`src/rtl/core/ssad_pkg.sv`:
```
// Shared types, constants and the arctangent table for the strip survey
// alignment delta unit. No dependencies; every other file imports this package.
`default_nettype none
package ssad_pkg;

  // Default parameter values.
  localparam int DEF_STRIPS_X         = 64;
  localparam int DEF_STRIPS_Z         = 16;
  localparam int DEF_ANGLE_ITERATIONS = 16;
  localparam int MAX_ITERATIONS       = 24;

  // Datapath widths: CORDIC vector width and angle accumulator width.
  localparam int CW = 58;
  localparam int ZW = 28;

  // Configuration register indexes.
  localparam logic [7:0] REG_STRIP_HALF_X = 8'd0;
  localparam logic [7:0] REG_STRIP_HALF_Z = 8'd1;
  localparam logic [7:0] REG_CELL_HALF_X  = 8'd2;
  localparam logic [7:0] REG_CELL_HALF_Z  = 8'd3;

  localparam logic [15:0] HALF_RESET = 16'd1024;

  // Angles in units of 2^-20 degree.
  localparam logic signed [ZW-1:0] DEG90 = 28'sd94371840;

  // atan(2^-i) in units of 2^-20 degree.
  localparam logic [26:0] ATAN_TAB [MAX_ITERATIONS] = '{
    27'd47185920, 27'd27855475, 27'd14718068, 27'd7471121, 27'd3750058,
    27'd1876857, 27'd938658, 27'd469357, 27'd234682, 27'd117342,
    27'd58671, 27'd29335, 27'd14668, 27'd7334, 27'd3667, 27'd1833,
    27'd917, 27'd458, 27'd229, 27'd115, 27'd57, 27'd29, 27'd14, 27'd7
  };

  // One CORDIC lane. A forced lane already holds its final angle in z.
  typedef struct packed {
    logic signed [CW-1:0] x;
    logic signed [CW-1:0] y;
    logic signed [ZW-1:0] z;
    logic                 forced;
    logic                 undef;
  } lane_t;

  // Midpoint shifts that ride along the CORDIC stages.
  typedef struct packed {
    logic signed [24:0] x_shift;
    logic signed [24:0] z_shift;
  } shift_t;

endpackage
`default_nettype wire

```
`src/rtl/core/ssad_front.sv`:
```
// Front end: index clamping, ideal geometry, midpoint shifts and CORDIC setup.
// Two register stages. Depends on ssad_pkg.
`default_nettype none
module ssad_front #(
  parameter int STRIPS_X = ssad_pkg::DEF_STRIPS_X,
  parameter int STRIPS_Z = ssad_pkg::DEF_STRIPS_Z
) (
  input  wire logic               clk,
  input  wire logic               rst,
  input  wire logic               in_valid,
  input  wire logic [5:0]         strip_col,
  input  wire logic [3:0]         strip_row,
  input  wire logic signed [23:0] real_x1,
  input  wire logic signed [23:0] real_z1,
  input  wire logic signed [23:0] real_x2,
  input  wire logic signed [23:0] real_z2,
  input  wire logic [15:0]        strip_half_x,
  input  wire logic [15:0]        strip_half_z,
  input  wire logic [15:0]        cell_half_x,
  input  wire logic [15:0]        cell_half_z,
  output logic                    out_valid,
  output ssad_pkg::lane_t         lane_real,
  output ssad_pkg::lane_t         lane_ideal,
  output ssad_pkg::shift_t        shifts
);
  import ssad_pkg::*;

  localparam logic signed [26:0] SHIFT_MAX = 27'sd16777215;
  localparam logic signed [26:0] SHIFT_MIN = -27'sd16777216;

  // Stage 1 registers.
  logic               s1_valid;
  logic signed [24:0] s1_sum_x;
  logic signed [24:0] s1_sum_z;
  logic signed [24:0] s1_dx;
  logic signed [24:0] s1_dz;
  logic [22:0]        s1_ix1;
  logic [20:0]        s1_iz1;

  logic [5:0]  col_c;
  logic [3:0]  row_c;
  logic [21:0] prod_x;
  logic [19:0] prod_z;

  // Stage 2 logic.
  logic [23:0]        ideal_mx;
  logic [21:0]        ideal_mz;
  logic signed [26:0] xs_full;
  logic signed [26:0] zs_full;
  logic [19:0]        ideal_dx;
  logic [16:0]        ideal_dz;
  shift_t             shifts_next;
  lane_t              lane_real_next;
  lane_t              lane_ideal_next;

  // Builds a CORDIC lane from a span; vertical and empty spans are settled here.
  function automatic lane_t lane_prep(input logic signed [24:0] dx,
                                      input logic signed [24:0] dz);
    lane_t              l;
    logic signed [24:0] ax;
    logic signed [24:0] az;
    ax = dx[24] ? -dx : dx;
    az = dx[24] ? -dz : dz;
    l.x      = $signed({{(CW-55){ax[24]}}, ax, 30'b0});
    l.y      = $signed({{(CW-55){az[24]}}, az, 30'b0});
    l.forced = (dx == 25'sd0);
    l.undef  = (dx == 25'sd0) && (dz == 25'sd0);
    if (dx != 25'sd0 || dz == 25'sd0) begin
      l.z = '0;
    end else if (dz[24]) begin
      l.z = -DEG90;
    end else begin
      l.z = DEG90;
    end
    return l;
  endfunction

  function automatic logic signed [24:0] sat25(input logic signed [26:0] v);
    if (v > SHIFT_MAX) begin
      return 25'(SHIFT_MAX);
    end else if (v < SHIFT_MIN) begin
      return 25'(SHIFT_MIN);
    end
    return 25'(v);
  endfunction

  always_comb begin
    col_c  = (int'(strip_col) > STRIPS_X - 1) ? 6'(STRIPS_X - 1) : strip_col;
    row_c  = (int'(strip_row) > STRIPS_Z - 1) ? 4'(STRIPS_Z - 1) : strip_row;
    prod_x = 22'(col_c) * 22'(strip_half_x);
    prod_z = 20'(row_c) * 20'(strip_half_z);
  end

  always_ff @(posedge clk) begin
    if (rst) begin
      s1_valid <= 1'b0;
    end else begin
      s1_valid <= in_valid;
    end
    s1_sum_x <= 25'(real_x1) + 25'(real_x2);
    s1_sum_z <= 25'(real_z1) + 25'(real_z2);
    s1_dx    <= 25'(real_x2) - 25'(real_x1);
    s1_dz    <= 25'(real_z2) - 25'(real_z1);
    s1_ix1   <= {prod_x, 1'b0};
    s1_iz1   <= {prod_z, 1'b0};
  end

  always_comb begin
    // Ideal midpoints: X1 + 7*cell_half_x and Z1 + cell_half_z.
    ideal_mx = 24'(s1_ix1) + 24'({cell_half_x, 3'b0} - {3'b0, cell_half_x});
    ideal_mz = 22'(s1_iz1) + 22'(cell_half_z);
    xs_full  = 27'(s1_sum_x >>> 1) - $signed({3'b0, ideal_mx});
    zs_full  = 27'(s1_sum_z >>> 1) - $signed({5'b0, ideal_mz});
    shifts_next.x_shift = sat25(xs_full);
    shifts_next.z_shift = sat25(zs_full);
    // Ideal spans: 14*cell_half_x and 2*cell_half_z.
    ideal_dx = {cell_half_x, 4'b0} - {3'b0, cell_half_x, 1'b0};
    ideal_dz = {cell_half_z, 1'b0};
    lane_real_next  = lane_prep(s1_dx, s1_dz);
    lane_ideal_next = lane_prep($signed({5'b0, ideal_dx}), $signed({8'b0, ideal_dz}));
  end

  always_ff @(posedge clk) begin
    if (rst) begin
      out_valid <= 1'b0;
    end else begin
      out_valid <= s1_valid;
    end
    shifts     <= shifts_next;
    lane_real  <= lane_real_next;
    lane_ideal <= lane_ideal_next;
  end

`ifndef NO_ASSERTIONS
  // An empty span must leave the CORDIC with a fixed angle of zero.
  a_undef_forced_zero: assert property (@(posedge clk) disable iff (rst)
    out_valid && lane_real.undef |-> lane_real.forced && lane_real.z == '0)
    else $error("empty real span did not force a zero angle");
`endif

endmodule
`default_nettype wire

```
`config.mk`:
```
export PLATFORM = sky130hd
export DESIGN_NAME = ssad_front
export DESIGN_NICKNAME = d
export VERILOG_FILES = /design/src/rtl/core/ssad_pkg.sv /design/src/rtl/core/ssad_front.sv
export SDC_FILE = /design/constraint.sdc
export NUM_CORES = 1
export LEC_CHECK = 0
export BUFFER_PORTS_ARGS = -buffer_cell sky130_fd_sc_hd__clkbuf_2
export CAP_MARGIN = 10
export CORE_UTILIZATION = 40
export DETAILED_ROUTE_END_ITERATION = 12
export GPL_ROUTABILITY_DRIVEN = 0
export SYNTH_ARGS = -nofsm -noshare
export SYNTH_HDL_FRONTEND = slang
export SYNTH_SLANG_ARGS = --single-unit
```
`constraint.sdc`:
```
create_clock -name clk -period 9.7 [get_ports clk]
set_input_delay 1.94 -clock clk [delete_from_list [all_inputs] [get_ports clk]]
set_output_delay 1.94 -clock clk [all_outputs]
set_load 0.02 [all_outputs]
```
* Word level (Yosys, flattened, before mapping) *
Index checks and enable logic that the tools add are counted.
Widths: inputs -> output; s select.

storage, ports and cells
  register bits = 340
  logic and storage cells = 62

cells by class
  reduce and logical (&&, ||, !) cells = 10
  magnitude comparators = 4
  multipliers = 2
  add/sub/neg operators = 12
  mux-type cells = 14

operators by type and width
  kind                  count
  $mux 25               8
  $add 24x24->25        2
  $logic_not 25->1      2
  $neg 25->25           2
  $sub 24x24->25        2
  $mux 28               1
  $mux 27               1
  $gt 26x25->1 const B  1
  $lt 26x25->1 const B  1
  $sub 24x25->26        1
  $gt 25x25->1 const B  1
  $lt 25x25->1 const B  1
  $reduce_bool 25->1    1
  $sub 24x23->25        1
  $add 23x24->24        1
  $add 21x16->22        1
  $mul 6x16->22         1
  $logic_not 20->1      1
  $mul 4x16->20         1
  $reduce_bool 20->1    1
  $sub 19x16->20        1
  $sub 20x17->20        1
  $logic_not 16->1      1
  $mux 1                4
  2 further kinds       4

* Longest topological paths before layout *
  depth in word-level cells = 7
  gate-level depth with buffers = 28
  depth with buffers taken out = 27

* Least setup slack after synthesis *
OpenSTA, ideal clock, no wires.

  path kind = in2reg
  from = input cell_half_x[3]
  to = register shifts[28] (netlist name)
  arrival time = 6.747 ns
  slack = 2.866 ns
  cell stages on the path = 24
  path through = inv_1 -> ha_1 -> nor4b_1 -> o21ai_0 -> a31oi_1 -> nor2_1 -> o21ai_0 -> xor2_1 -> ha_1 -> and3_1 -> a311oi_1 -> o21ba_2 -> o21ai_0 -> a21oi_1 -> xor2_1 -> ha_1 -> a21o_1 -> a21o_1 -> a211oi_1 -> o41ai_1 -> a211o_1 -> or3_1 -> clkbuf_1 -> o31ai_1

RTL lines
  item                    line               source
  start: declaration      ssad_front.sv:19   input wire logic [15:0] cell_half_x,
  end signal: assignment  ssad_front.sv:129  shifts <= shifts_next;
  end: declaration        ssad_front.sv:24   output ssad_pkg::shift_t shifts

==> metrics.log <==
[metrics] outcome: finished clean
[metrics] unrepaired setup endpoints after global routing: false
[metrics] headroom to the max-slew limit: 0.3169
[metrics] Async S/R FF share, synth: 0
[metrics] library cell with the largest summed area after synthesis: sky130_fd_sc_hd__dfxtp_1
[metrics] met1 layer wirelength in the final routing: between 20000 and 25000 um
[metrics] ratio of cells with drive above 1 in the final layout: 0.1468
[metrics] Leakage: 12.18 nW
[metrics] post-detailed-placement half-perimeter wirelength: 46450 um
[metrics] time the final worst path needs with I/O delays and setup: between 7000 and 8000 ps
[metrics] post-CTS setup buffers: 0
[metrics] P per Cell Area: 295.3 mW/mm^2
[metrics] number of max-cap violations: 0
[metrics] post-synthesis average cell area: just under 9 sq um
[metrics] growth of design area from synthesis to finish: 12.53%
[metrics] length of the first detailed-routing pass in iterations: 8
[metrics] combinational group share of total power: 0.567
[metrics] primary flip-flop cell chosen by synthesis mapping: sky130_fd_sc_hd__dfxtp_1
[metrics] switching part of the total: 0.4381
[metrics] commonest cells in the synthesized netlist: sky130_fd_sc_hd__dfxtp_1, sky130_fd_sc_hd__ha_1, sky130_fd_sc_hd__inv_1
[metrics] Top Ports: 516
[metrics] vias in the first global route: ~17000
[metrics] Net Sw Power: 3.187 mW
[metrics] most repeated library cell on the critical path: sky130_fd_sc_hd__o21ai_0
[metrics] global routing usage summed across all routing layers: 0.1983
[metrics] routed wl met2: 26470 um
[metrics] Final Setup Violations: 0
[metrics] post-synthesis xor/xnor area fraction: 0.09961
[metrics] slowest cell on the critical path: sky130_fd_sc_hd__or3_1
[metrics] metal3 WL: 3917 um
[metrics] final setup skew: 34.57 ps
[metrics] CTS tree: yes
[metrics] number of instances in the synthesized netlist: 2510
[metrics] number of distinct library cells after synthesis: between 70 and 80
[metrics] clock insertion delay at the later pin of the skew report: 550 ps
[metrics] main combinational cell family by area after synthesis: adder cells
[metrics] ranking of synthesized cells by area: sky130_fd_sc_hd__dfxtp_1, sky130_fd_sc_hd__ha_1, sky130_fd_sc_hd__fa_1
[metrics] sink count of the clock tree: 285
[metrics] Critical Path AT: 7940 ps
[metrics] Starting DRT DRC Count: 866
[metrics] beginning of the worst hold path: s1_dz[0]$_DFF_P_
[metrics] total negative setup slack: 0 ps
[metrics] beginning of the worst register-to-register path: s1_ix1[1]$_DFF_P_
[metrics] total count of hold-check failures in the final report: 0
[metrics] design internal power: 4.088 mW
[metrics] relative contribution of sequential cells to total power: 0.248
[metrics] Final Hold Slack: 391.8 ps
[metrics] cts bufs inserted: 36
[metrics] Clk network pwr share: 0.186
[metrics] startpoint type of the worst setup path: primary input
[metrics] Post-synth EDFFs: 0
[metrics] DR vias: 17632
[metrics] wire length of the first global-routing pass: 88460 um
[metrics] YS warnings: 0
[metrics] DRC violation count after routing: 0
[metrics] maximum vdd ir drop: approximately 0.19 mV
[metrics] final WL: ~56000 um
[metrics] number of slew-limit violations in the final report: 0
[metrics] Highest Signal Layer: met5
[metrics] Post-Synth Simple-Gate Area: 0.1413
[metrics] hold-fix buffer count after cts: 0
[metrics] Critical Path Max Stage Delay: 620 ps
[metrics] compound-cell area share of the yosys netlist: 0.1502
[metrics] CTS resizes: 0
[metrics] CP Max Fanout: 24
[metrics] worst-case clock buffer depth: 3
[metrics] type of destination of the critical path: register
[metrics] CTS HTree Levels: 2
[metrics] post-synthesis register bit count: 285
[metrics] multiplexer share of the synthesized area: 0.0009715
[metrics] cells along the critical path: clkbuf_2 -> ha_1 -> nor4b_1 -> o21ai_0 -> a31oi_1 -> nor2_1 -> o21ai_0 -> xor2_1 -> ha_1 -> nand3_1 -> o21ai_0 -> a311oi_1 -> o21ba_2 -> o21ai_0 -> a21oi_1 -> xor2_1 -> ha_1 -> a21o_1 -> a21o_1 -> a211oi_1 -> o41ai_1 -> a211o_1 -> or3_1 -> o21ai_0
[metrics] startpoint of the most critical setup path: cell_half_x[0]
[metrics] Seq/Total Area, Yosys: 0.2606
[metrics] cell area after synthesis: 0.02189 sq mm
[metrics] Hold/Removal Path Class: reg -> reg
[metrics] proportion of netlist area held by the largest area contributor: 0.2606
[metrics] Largest delay share family, worst path: compound AO/OA/AOI/OAI gates
[metrics] classification of the worst setup path: in -> reg
[metrics] Placeable Area: 0.05392 sq mm
[metrics] pin count of the biggest net entering global routing: 52
[metrics] clock-pin slew on the worst setup and hold paths: 50 ps
[metrics] Synth Area in Adders: 0.2290
[metrics] maximum clock rate: 0.1335 GHz
[metrics] Congestion Overflow GR: 0
[metrics] buffer and inverter count on the worst path: 1
[metrics] Root Buffer Master: sky130_fd_sc_hd__clkbuf_16
[metrics] Total Nets Final: ~3300
[metrics] starting density of the core: 0.4061
[metrics] Avg WL per Cell: about 16 um
[metrics] total power: 7.275 mW
[metrics] pin slew with the least headroom to its limit: 1011 ps
[metrics] antenna violations before repair: 8
[metrics] post-route fraction of the period consumed by the critical path: 0.7723
[metrics] number of vias per cell: 4.982
[metrics] final core utilization: 0.4569
[metrics] number of port buffers: 329
[metrics] Site Rows: 85
[metrics] CP Data Required Time: between 10000 and 15000 ps
[metrics] Total Die Area: between 0.05 and 0.06 sq mm
[metrics] Die Ht: 236.0 um
[metrics] fill count: 5239
[metrics] leading cell type by number of instances after synthesis: sky130_fd_sc_hd__dfxtp_1
[metrics] Die W: approximately 240 um
[metrics] Antenna Violating Nets Remaining: 0
-- power groups by stage --
stage	logic (mW)	clock network, mW	registers [mW]
2_1_floorplan	2.94	0	1.97
3_3_place_gp	3.99	0	1.83
3_5_place_dp	4.08	0	1.82
4_1_cts	4.12	1.39	1.81
5_1_grt	4.60	1.43	1.83
6_report	4.12	1.35	1.80
-- flip-flops by register name, summed over array words and instances, names as in the netlist --
name / flops
s1_dz: 25
s1_dx: 25
lane_real: 55
out_valid: 1
s1_ix1: 22
s1_iz1: 20
s1_valid: 1
s1_sum_x: 24
shifts: 50
s1_sum_z: 24
lane_ideal: 38
-- stage by stage --
stage                     worst slack, ps  cell area, sq um  std cells
after floorplan                      2866             22590       2695
final                                2209             24640       3539
after detailed placement             1784             23440       3474
after global routing                 1789             24640       3539
after CTS                            2322             24630       3536
after global placement               1984             23440       3474
-- area by class of cell --
class                   count  area [sq um]  area share
multi-input cells        1920         14300      0.5802
flip-flops and latches    285          5707      0.2316
repair buffers            330          1654     0.06713
clock buffers              49          1020     0.04139
inverters                 243         912.1     0.03702
well taps                 696         870.8     0.03534
clock inverters            13         171.4    0.006957
diodes                      3         7.507   0.0003047
-- logic make-up after synthesis --
family / count (synthesis)
simple gates: 626
compound gates: 512
buf+inv: 490
fa+ha+maj: 345
flops: 285
xor+xnor: 249
mux: 2
other cells: 1
-- metal layers --
metal,vias to the layer above,global-route usage
met5,-,0
met4,10,0.08517
met3,125,0.04669
met2,510,0.3377
met1,8266,0.2375
li1,8721,-
-- layout by cell type (no fill, tap or decap), types with 76 or more instances in the layout --
cell	n
sky130_fd_sc_hd__clkbuf_2	329
sky130_fd_sc_hd__dfxtp_1	284
sky130_fd_sc_hd__ha_1	252
sky130_fd_sc_hd__nor2_1	111
sky130_fd_sc_hd__fa_1	93
sky130_fd_sc_hd__xnor2_1	173
sky130_fd_sc_hd__o21ai_0	102
sky130_fd_sc_hd__conb_1	186
sky130_fd_sc_hd__a21oi_1	162
sky130_fd_sc_hd__xor2_1	76
sky130_fd_sc_hd__inv_1	243
sky130_fd_sc_hd__nand2_1	201
-- final timing paths --
| check | slack [ps] | depth (start not counted) | end |
|---|---|---|---|
| setup / recovery | 2210 | 24 | shifts[39]$_DFF_P_ |
| hold / removal | 390 | 0 | lane_real[60]$_DFF_P_ |
| setup reg to reg | 4700 | 20 | shifts[39]$_DFF_P_ |
| hold reg to reg | 390 | 0 | lane_real[60]$_DFF_P_ |
No activity file was read; power rests on OpenSTA's default activity.
