===== src/rtl/core/ssad_pkg.sv =====
// Shared types, constants and the arctangent table for the strip survey
// alignment delta unit. No dependencies; every other file imports this package.
`default_nettype none
package ssad_pkg;

  // Default parameter values.
  localparam int DEF_STRIPS_X         = 64;
  localparam int DEF_STRIPS_Z         = 16;
  localparam int DEF_ANGLE_ITERATIONS = 16;
  localparam int MAX_ITERATIONS       = 24;

  // Datapath widths: CORDIC vector width and angle accumulator width.
  localparam int CW = 58;
  localparam int ZW = 28;

  // Configuration register indexes.
  localparam logic [7:0] REG_STRIP_HALF_X = 8'd0;
  localparam logic [7:0] REG_STRIP_HALF_Z = 8'd1;
  localparam logic [7:0] REG_CELL_HALF_X  = 8'd2;
  localparam logic [7:0] REG_CELL_HALF_Z  = 8'd3;

  localparam logic [15:0] HALF_RESET = 16'd1024;

  // Angles in units of 2^-20 degree.
  localparam logic signed [ZW-1:0] DEG90 = 28'sd94371840;

  // atan(2^-i) in units of 2^-20 degree.
  localparam logic [26:0] ATAN_TAB [MAX_ITERATIONS] = '{
    27'd47185920, 27'd27855475, 27'd14718068, 27'd7471121, 27'd3750058,
    27'd1876857, 27'd938658, 27'd469357, 27'd234682, 27'd117342,
    27'd58671, 27'd29335, 27'd14668, 27'd7334, 27'd3667, 27'd1833,
    27'd917, 27'd458, 27'd229, 27'd115, 27'd57, 27'd29, 27'd14, 27'd7
  };

  // One CORDIC lane. A forced lane already holds its final angle in z.
  typedef struct packed {
    logic signed [CW-1:0] x;
    logic signed [CW-1:0] y;
    logic signed [ZW-1:0] z;
    logic                 forced;
    logic                 undef;
  } lane_t;

  // Midpoint shifts that ride along the CORDIC stages.
  typedef struct packed {
    logic signed [24:0] x_shift;
    logic signed [24:0] z_shift;
  } shift_t;

endpackage
`default_nettype wire


===== src/rtl/core/ssad_back.sv =====
// Back end: angle difference, rounding to 1/4096 degree, saturation and the
// registered result with its strobe. Depends on ssad_pkg.
`default_nettype none
module ssad_back (
  input  wire logic               clk,
  input  wire logic               rst,
  input  wire logic               in_valid,
  input  wire ssad_pkg::lane_t    in_real,
  input  wire ssad_pkg::lane_t    in_ideal,
  input  wire ssad_pkg::shift_t   in_shifts,
  output logic                    done,
  output logic signed [20:0]      angle_delta,
  output logic signed [24:0]      x_shift,
  output logic signed [24:0]      z_shift,
  output logic                    angle_undefined
);
  import ssad_pkg::*;

  localparam logic signed [20:0] ANGLE_LIMIT = 21'sd737280;

  logic signed [ZW:0] diff;
  logic signed [20:0] quot;
  logic signed [20:0] angle_next;

  always_comb begin
    // Half-up rounding: add 128, then arithmetic shift right by 8.
    diff = (ZW+1)'(in_real.z) - (ZW+1)'(in_ideal.z) + (ZW+1)'(128);
    quot = diff[ZW:8];
    if (quot > ANGLE_LIMIT) begin
      angle_next = ANGLE_LIMIT;
    end else if (quot < -ANGLE_LIMIT) begin
      angle_next = -ANGLE_LIMIT;
    end else begin
      angle_next = quot;
    end
  end

  always_ff @(posedge clk) begin
    if (rst) begin
      done <= 1'b0;
    end else begin
      done <= in_valid;
    end
    angle_delta     <= angle_next;
    x_shift         <= in_shifts.x_shift;
    z_shift         <= in_shifts.z_shift;
    angle_undefined <= in_real.undef | in_ideal.undef;
  end

`ifndef NO_ASSERTIONS
  a_angle_range: assert property (@(posedge clk) disable iff (rst)
    done |-> angle_delta <= ANGLE_LIMIT && angle_delta >= -ANGLE_LIMIT)
    else $error("angle_delta outside its saturation limits");
`endif

endmodule
`default_nettype wire


===== config.mk =====
export PLATFORM = sky130hd
export DESIGN_NAME = ssad_back
export DESIGN_NICKNAME = d
export VERILOG_FILES = /design/src/rtl/core/ssad_pkg.sv /design/src/rtl/core/ssad_back.sv
export SDC_FILE = /design/constraint.sdc
export NUM_CORES = 1
export LEC_CHECK = 0
export CORE_AREA = 2 2 165 167
export DETAILED_ROUTE_END_ITERATION = 16
export DIE_AREA = 0 0 167 169
export DONT_BUFFER_PORTS = 1
export GPL_TIMING_DRIVEN = 1
export MAX_ROUTING_LAYER = met4
export PLACE_DENSITY = 0.36
export SLEW_MARGIN = 20
export SYNTH_ARGS = -nofsm -noshare
export SYNTH_HDL_FRONTEND = slang
export SYNTH_SLANG_ARGS = --single-unit

===== constraint.sdc =====
create_clock -name clk -period 7.8 [get_ports clk]
set_input_delay 0.78 -clock clk [delete_from_list [all_inputs] [get_ports clk]]
set_output_delay 0.78 -clock clk [all_outputs]
set_load 0.1 [all_outputs]

=== After elaboration in Yosys (flattened, before gate mapping) ===
Index checks and enable logic that the tools add are counted.
W data, S select, Z words.

* $add $sub $neg: 2
* Order comparisons: 2
* Multiplexer cells: 1
* Bitwise gates (word level): 1
* Reduce and logical (&&, ||, !) cells: 1

{| class="wikitable"
|+ Operators with widths
! operator !! count
|-
| $add A29 B9 Y29 const B || 1
|-
| $sub A28 B28 Y29 || 1
|-
| $gt A21 B21 Y1 const B || 1
|-
| $lt A21 B21 Y1 const B || 1
|-
| $mux W21 || 1
|-
| $reduce_or A2 Y1 || 1
|-
| $or A1 B1 Y1 || 1
|}

* Flip-flop bits (word level): 73
* Bits of input ports: 345
* Output and inout bits: 73
* Word-level logic and storage cells: 13

=== Depth between registers and ports, before layout ===
Gate-level depths: netlist of the first run.

* Depth in word-level cells: 4
* Depth in mapped cells: 19
* Gate-level depth less buffers: 18

=== Worst setup path after synthesis of the first run ===
Ideal clock, no wire load.

* Path type: input-to-reg
* Start: in in_ideal[21] (netlist bit)
* End: reg angle_delta[16]
* Setup time: 0.136 ns
* Arrival time: 3.957 ns
* Required time: 7.664 ns
* Setup slack: 3.706 ns
* Stages on the path: 15
* Buffers on the path: 2
* Cells stage by stage: inv_1 -> ha_1 -> ha_1 -> clkbuf_1 -> a21oi_1 -> o21ai_1 -> a311oi_2 -> o22ai_1 -> a311oi_1 -> o21bai_1 -> xnor2_1 -> o21ai_0 -> ha_1 -> clkbuf_1 -> o21bai_1

* Cells in the longest elaborated chain, start to end: 4
* Elaborated cells between the ends (all ways): 5
* Those cells by class: add/sub: 2; order compare: 2; mux: 1

{| class="wikitable"
|+ Ends and longest elaborated chain
! item !! line !! source
|-
| start, declared || ssad_back.sv:9 || <nowiki>input wire ssad_pkg::lane_t in_ideal,</nowiki>
|-
| $sub A28 B28 Y29 * || ssad_back.sv:27 || <nowiki>diff = (ZW+1)'(in_real.z) - (ZW+1)'(in_ideal.z) + (ZW+1)'(128);</nowiki>
|-
| $add A29 B9 Y29 * || ssad_back.sv:27 ||
|-
| $lt A21 B21 Y1 || ssad_back.sv:31 || <nowiki>end else if (quot < -ANGLE_LIMIT) begin</nowiki>
|-
| $mux W21 || ssad_back.sv:31 ||
|-
| end signal, assigned || ssad_back.sv:44 || <nowiki>angle_delta <= angle_next;</nowiki>
|-
| end, declared || ssad_back.sv:12 || <nowiki>output logic signed [20:0] angle_delta,</nowiki>
|}

Mark *: on every way between the ends. The rest lies on a longest branch, timed or not.
A chain may end at the register's enable or synchronous reset.

=== Worst setup path after layout of the first run ===
* Start: in in_real[9] (netlist bit)
* End: reg angle_delta[7]

* Cells in the longest elaborated chain, start to end: 4
* Elaborated cells between the ends (all ways): 5
* Those cells by class: add/sub: 2; order compare: 2; reduce/logical: 1

{| class="wikitable"
|+ Ends and longest elaborated chain
! item !! line !! source
|-
| start, declared || ssad_back.sv:8 || <nowiki>input wire ssad_pkg::lane_t in_real,</nowiki>
|-
| $sub A28 B28 Y29 * || ssad_back.sv:27 ||
|-
| $add A29 B9 Y29 * || ssad_back.sv:27 ||
|-
| $gt A21 B21 Y1 / $lt A21 B21 Y1 (equally long branches) || ssad_back.sv:29, ssad_back.sv:31 ||
|-
| $reduce_or A2 Y1 (no source line) || - ||
|}

Marks and branches as above.

==> results of run 1 <==
==> cell families (layout without fill, tap and decap cells) <==
| group | Yosys count | after routing | synth area share |
|---|---|---|---|
| AOI/OAI and AO/OA | 98 | 98 | 0.1822 |
| xor gates and xnor gates | 13 | 13 | 0.02992 |
| adders and majority gates | 54 | 54 | 0.1776 |
| buffers and inverters | 54 | 55 | 0.06215 |
| DFF | 73 | 73 | 0.3841 |
| muxes | 1 | 1 | 0.002631 |
| other | 0 | 3 | 0 |
| and+or+nand+nor | 114 | 114 | 0.1615 |
==> final cells by class <==
type                            count  area share
Inverter                           38     0.03161
Tap cell                          341     0.09454
Timing Repair Buffer                1    0.001663
Clock buffer                       10     0.05073
Antenna cell                        3    0.001663
Sequential cell                    73      0.3274
Multi-Input combinational cell    280      0.4669
Clock inverter                      6     0.02551
==> cells in the mapped netlist, drive strengths merged, types with 2 or more instances <==
cell / instances / area share
clkbuf: 9 / 0.0089
buf: 7 / 0.016
nor2: 22 / 0.022
nor4: 2 / 0.0033
o21a: 6 / 0.012
nand2: 34 / 0.034
ha: 54 / 0.18
o221ai: 2 / 0.0046
o22ai: 2 / 0.0033
a211oi: 3 / 0.0059
o21ai: 17 / 0.022
a21bo: 2 / 0.0053
a311oi: 3 / 0.013
o31ai: 2 / 0.0053
nor3: 8 / 0.018
nor3b: 5 / 0.015
xor2: 5 / 0.012
nand3: 12 / 0.016
or3: 4 / 0.0066
xnor2: 8 / 0.018
nand4: 9 / 0.015
dfxtp: 73 / 0.38
or2: 2 / 0.0033
o211ai: 6 / 0.012
inv: 38 / 0.037
a21o: 3 / 0.0059
o21bai: 3 / 0.0059
nor2b: 5 / 0.0082
nand2b: 3 / 0.0069
a21oi: 30 / 0.041
a2111oi: 2 / 0.0046
a31oi: 5 / 0.0082
and3: 6 / 0.0099
==> worst paths after layout <==
check                         from                   endpoint  slack, ps  cells after the start
worst max-delay path    in_real[9]  angle_delta[7]$_SDFF_PP0_       3230                     16
worst min-delay path  in_shifts[8]         z_shift[8]$_DFF_P_        460                      0
==> report_power, final <==
group	leakage [nW]	switching (W)	internal, W	total, W
Combinational	1.12	0.000201	0.000114	0.000315
Sequential	0.614	0.000495	0.000437	0.000933
Clock	0.163	0.000162	0.000314	0.000476
==> registers in the layout, indices dropped and copies added, names as in the netlist <==
register,count
z_shift,25
x_shift,25
angle_undefined,1
angle_delta,21
done,1
==> layer usage <==
| layer | vias to the layer above | share of wire |
|---|---|---|
| li1 | 1439 | - |
| met1 | 1328 | 0.45 |
| met2 | 139 | 0.36 |
| met3 | 7 | 0.19 |
| met4 | 0 | 0.0057 |
| met5 | - | 0 |
==> layout by cell type (no fill, tap or decap), types with 5 or more instances in the layout <==
cell       count
nand4_1        9
dfxtp_1       60
nor3_2         6
inv_1         38
a31oi_1        5
nor2_1        22
dfxtp_2       13
o21ai_0       16
ha_1          54
nand3_1       12
clkbuf_16      9
xnor2_1        8
xor2_1         5
a21oi_1       28
o21a_1         6
nand2_1       34
and3_1         6
o211ai_1       6
nor2b_1        5
==> per-stage QoR <==
| stage | hold WS [ps] | instances | power (W) |
|---|---|---|---|
| floorplan | 807.7 | 407 | 0.001151 |
| global placement | 807.8 | 733 | 0.001264 |
| detailed placement | 807.8 | 733 | 0.001263 |
| CTS | 446.6 | 749 | 0.001754 |
| global route | 446.8 | 752 | 0.001804 |
| finish | 463.9 | 752 | 0.001724 |
==> summary.md, run 1 <==
| Metric | Value |
|---|---|
| CTS tree | built |
| CP cell instances | inv_1, ha_1, inv_1, ha_1, a21oi_1, o211ai_1, o21ai_0, a31oi_1, a211oi_1, nand2_1, a31oi_1, o21ai_0, ha_1, inv_1, nand3_1, nor2_1 |
| Asr flop ratio synth | 0 |
| Most used routing layer | met2 |
| Std cell rows | 60 |
| Outcome | finished clean |
| Fin. Hold Viols | 0 |
| Multi-input logic area | 2107 um^2 |
| Netlist Area Pre-Place | 3805 um^2 |
| Routed length per instance | 20.59 um |
| Detailed-route DRC error count | 0 |
| Critical path's top delay family | compound AO/OA/AOI/OAI gates |
| Fin area | 4513 um^2 |
| Fmax | 218.7 MHz |
| WP data arrival | 4720 ps |
| Largest net degree at the start of global routing | 22 |
| Setup slack after layout | 3227 ps |
| Vias in the first global route | 3039 |
| Post-CTS Setup Inserts | 0 |
| Critical path type | input port to flop |
| Dpl hpwl | 13490 um |
| GR Layer Usage met3 | 0.09960 |
| Setup TNS | 0 ps |
| Initial antenna violation count | 3 |
| Slew @ Worst Pin | 1162 ps |
| Clk buf depth | 2 |
| Peak supply drop | 0.0001630 V |
| Antenna-violating nets left | 0 |
| Layout cells sized above 1 | 0.1348 |
| Met1 usage | 0.1329 |
| Maximum net fanout on the critical path | 13 |
| Net Count, Synth | 806 |
| Setup crit end kind | flop |
| Met2 Resource Use GR | 0.1331 |
| Die width | 167 um |
| Drt pass-1 iters | 4 |
| Minimum clock period | 4573 ps |
| Storage element area | 1478 um^2 |
| H-Tree Depth | 3 |
| Vias per cell | 3.874 |
| Cts hold-fix bufs | 0 |
| Final Max Tran Viols | 0 |
| Number of cells upsized or downsized after cts | 0 |
| PortBufs | 0 |
| GR Util All Layers | 0.1103 |
| Worst-path clk slew | 70 ps |
| Core area | 26500 um^2 |
| Area post-placement | 4145 um^2 |
| CP Data Required Time | 7950 ps |
| Slowest-stage cell, CP | ha_1 |
| Distinct cell type count of the synthesized netlist | 57 |
| CTS Root Buffer Type | clkbuf_16 |
| GRT overflow | 0 |
| Crit path largest cell delay | 620 ps |
| Pwr/cell area | 382.1 nW/um^2 |
| Fin util | 0.1703 |
| Total CTS buffers | 9 |
| Unrepaired setup endpoints after global routing | no |
| Seq/Total Area, Yosys | 0.3841 |
| IO Pins | 418 |
| Starting density of the core | 0.1436 |
| Synth Flop Type | dfxtp_1 |
| Hold WC Path Type | input port to flop |
| Die ar. | 28220 um^2 |
| FILL cells | 2969 |
| Post-synth EDFFs | 0 |
| Die Span Y | 169 um |
| Pleak | 1.901 nW |
| Worst Path Buf+Inv | 3 |
| Mapped Cells | 407 |
| Final worst-path cycle share | 0.5863 |
| Placer Congestion | 0.7813 |
| # nets final | 802 |
| Number of synthesized register bits | 73 |
| Iter 0 DRT Violations | 133 |
| P&R area growth vs syn | 18.61% |
| Placement Setup Slack | 2779 ps |
| Vias | 2913 |
| Sink Count | 73 |
| MaxCap Viol Count | 0 |
| Mean post-synth cell area | 9.349 um^2 |
| WL final | 15480 um |
| Worst slew margin | 0.2240 |
| Final setup viols | 0 |
| Crit start category | input port |
| First-pass GRT wire length | 21240 um |
| Synth warn | 0 |
Note: power is estimated with default switching activity, not from simulation.
==> run 2: changes to the inputs <==
Settings changed: PLACE_DENSITY 0.36 to 0.37.
Clock period 7.8 ns to 4.14 ns, I/O delays scaled along.
==> run 2 against run 1 <==
Count of clock-buffer cells in the layout is the same; die area is the same; largest cell class unchanged; largest power group unchanged; final cell count grew 2.0%; core utilization grew 0.42 points; total power grew 88%.
==> summary.md, run 2 (synthesis gave the netlist of run 1 again) <==
| Metric | Value |
|---|---|
| Setup crit end kind | flop |
| Number of cells upsized or downsized after cts | 0 (unchanged) |
| P&R area growth vs syn | 21.57% |
| Final hold slack | 99.14 ps (-364.8 ps) |
| # nets final | 818 (+2.0%) |
| Sink Count | 73 (unchanged) |
| Peak supply drop | 0.0004131 V (+150%) |
| Final worst-path cycle share | 0.8668 |
| FILL cells | 2941 (-0.94%) |
| Area post-placement | 4278 um^2 (+3.2%) |
| WL final | 14500 um (-6.4%) |
| WP data arrival | 3820 ps (-900 ps) |
| Unrepaired setup endpoints after global routing | no |
| Setup TNS | 0 ps (unchanged) |
| GR Util All Layers | 0.1039 (-0.006440) |
| Vias per cell | 3.859 (-0.37%) |
| CTS Root Buffer Type | clkbuf_16 |
| Pleak | 1.980 nW (+4.2%) |
| Outcome | finished clean |
| Pwr/cell area | 699.5 nW/um^2 (+83%) |
| Die ar. | 28220 um^2 (unchanged) |
| Largest net degree at the start of global routing | 15 (-32%) |
| Dpl hpwl | 12750 um (-5.5%) |
| Core area | 26500 um^2 (unchanged) |
| Die Span Y | 169 um (unchanged) |
| Met1 usage | 0.1235 (-0.009392) |
| Biggest regs | x_shift: 25 flops, z_shift: 25 flops, angle_delta: 21 flops |
| Slew @ Worst Pin | 1168 ps (+6.005 ps) |
| Most frequent cells in the layout | dfxtp_1, ha_1, inv_1, nand2_1, a21oi_1 |
| Vias | 2960 (+1.6%) |
| Placer Congestion | 0.7829 (+0.20%) |
| Cts hold-fix bufs | 0 (unchanged) |
| Non-filler instance count after layout | 767 (+2.0%) |
| Hold WC Path Type | input port to flop |
| GRT overflow | 0 (unchanged) |
| Std cell rows | 60 (unchanged) |
| Met2 Resource Use GR | 0.1347 (+0.001610) |
| Drt pass-1 iters | 4 (unchanged) |
| Iter 0 DRT Violations | 146 (+9.8%) |
| Layout cells sized above 1 | 0.1627 (+0.02793) |
| Initial antenna violation count | 1 (-2) |
| Final Max Tran Viols | 0 (unchanged) |
| CTS tree | built |
| Antenna-violating nets left | 0 (unchanged) |
| Minimum clock period | 3588 ps |
| PortBufs | 0 (unchanged) |
| Vias in the first global route | 3114 (+2.5%) |
| CP Data Required Time | 4370 ps (-3580 ps) |
| Crit start category | input port |
| Routed length per instance | 18.90 um (-8.2%) |
| MaxCap Viol Count | 0 (unchanged) |
| Detailed-route DRC error count | 0 (unchanged) |
| Fin area | 4626 um^2 (+2.5%) |
| Most used routing layer | met2 |
| Clk buf depth | 2 (unchanged) |
| GR Layer Usage met3 | 0.08137 (-0.01824) |
| Placed Cells | 749 (+2.2%) |
| Die width | 167 um (unchanged) |
| Critical path type | input port to flop |
| H-Tree Depth | 3 (unchanged) |
| Worst-path clk slew | 60 ps (about the same) |
| First-pass GRT wire length | 20270 um (-4.5%) |
| Most common cell after layout, fill and taps aside | dfxtp_1 |
| Post-CTS Setup Inserts | 0 (unchanged) |
| Total CTS buffers | 9 (unchanged) |
| Starting density of the core | 0.1436 (unchanged) |
| Final setup viols | 0 (unchanged) |
| Fmax | 278.7 MHz |
| IO Pins | 418 (unchanged) |
| Fin. Hold Viols | 0 (unchanged) |
| Worst slew margin | 0.2200 (-0.004009) |
| Maximum net fanout on the critical path | 14 (+1) |
[run 2: cell count changes in the layout (fill, tap and decap cells not counted), moves of 2 or more]
| cell | previous run | this run |
|---|---|---|
| buf_4 | 1 | 16 |
| dfxtp_1 | 60 | 63 |
| clkinv_4 | 1 | 3 |
| dfxtp_2 | 13 | 10 |
[run 2: stage by stage]
step                      utilization  power (W)  setup slack, ps
after floorplan                     -   0.002169            412.4
after global placement         0.1614   0.002417            93.55
after detailed placement       0.1614   0.002417            151.4
after CTS                      0.1739   0.003287            495.4
after global routing           0.1745   0.003396            256.2
final                          0.1746   0.003236            551.5
[run 2: per-layer routing]
layer / vias up / share of wire
met1: 1355 / 0.45
li1: 1467 / -
met2: 131 / 0.38
met4: 0 / 0.0059
met3: 7 / 0.16
met5: - / 0
[run 2: power breakdown]
group / switching, W / total (W) / internal [W]
clock: 0.000300 / 0.000845 / 0.000546
sequential: 0.000928 / 0.00175 / 0.000823
combinational: 0.000386 / 0.000639 / 0.000253
[run 2: area by class of cell]
| cell class | count | area (um^2) | share of cell area |
|---|---|---|---|
| Sequential cell | 73 | 1474 | 0.3186 |
| Timing Repair Buffer | 17 | 140.1 | 0.03029 |
| Tap cell | 341 | 426.7 | 0.09224 |
| Inverter | 38 | 142.6 | 0.03084 |
| Clock buffer | 10 | 239.0 | 0.05166 |
| Antenna cell | 2 | 5.005 | 0.001082 |
| Clock inverter | 6 | 91.34 | 0.01975 |
| Multi-Input combinational cell | 280 | 2107 | 0.4555 |
[run 2: critical path: stages]
cell and delay [ps]:
inv_1 20, ha_1 270, ha_1 340, a311oi_4 350, o211ai_1 220, o21ai_0 440, nand2_1 80, o311ai_0 530
buf_4 220, nand4_1 100, o31ai_2 250, a21oi_2 150, buf_12 180, nor3b_2 250
[run 2: path summary, 6_finish.rpt]
| check | cells past startpoint | endpoint | slack (ps) | start |
|---|---|---|---|---|
| worst max-delay path | 14 | angle_delta[1]$_SDFF_PP0_ | 550 | in_ideal[4] |
| worst min-delay path | 0 | x_shift[24]$_DFF_P_ | 100 | in_shifts[49] |
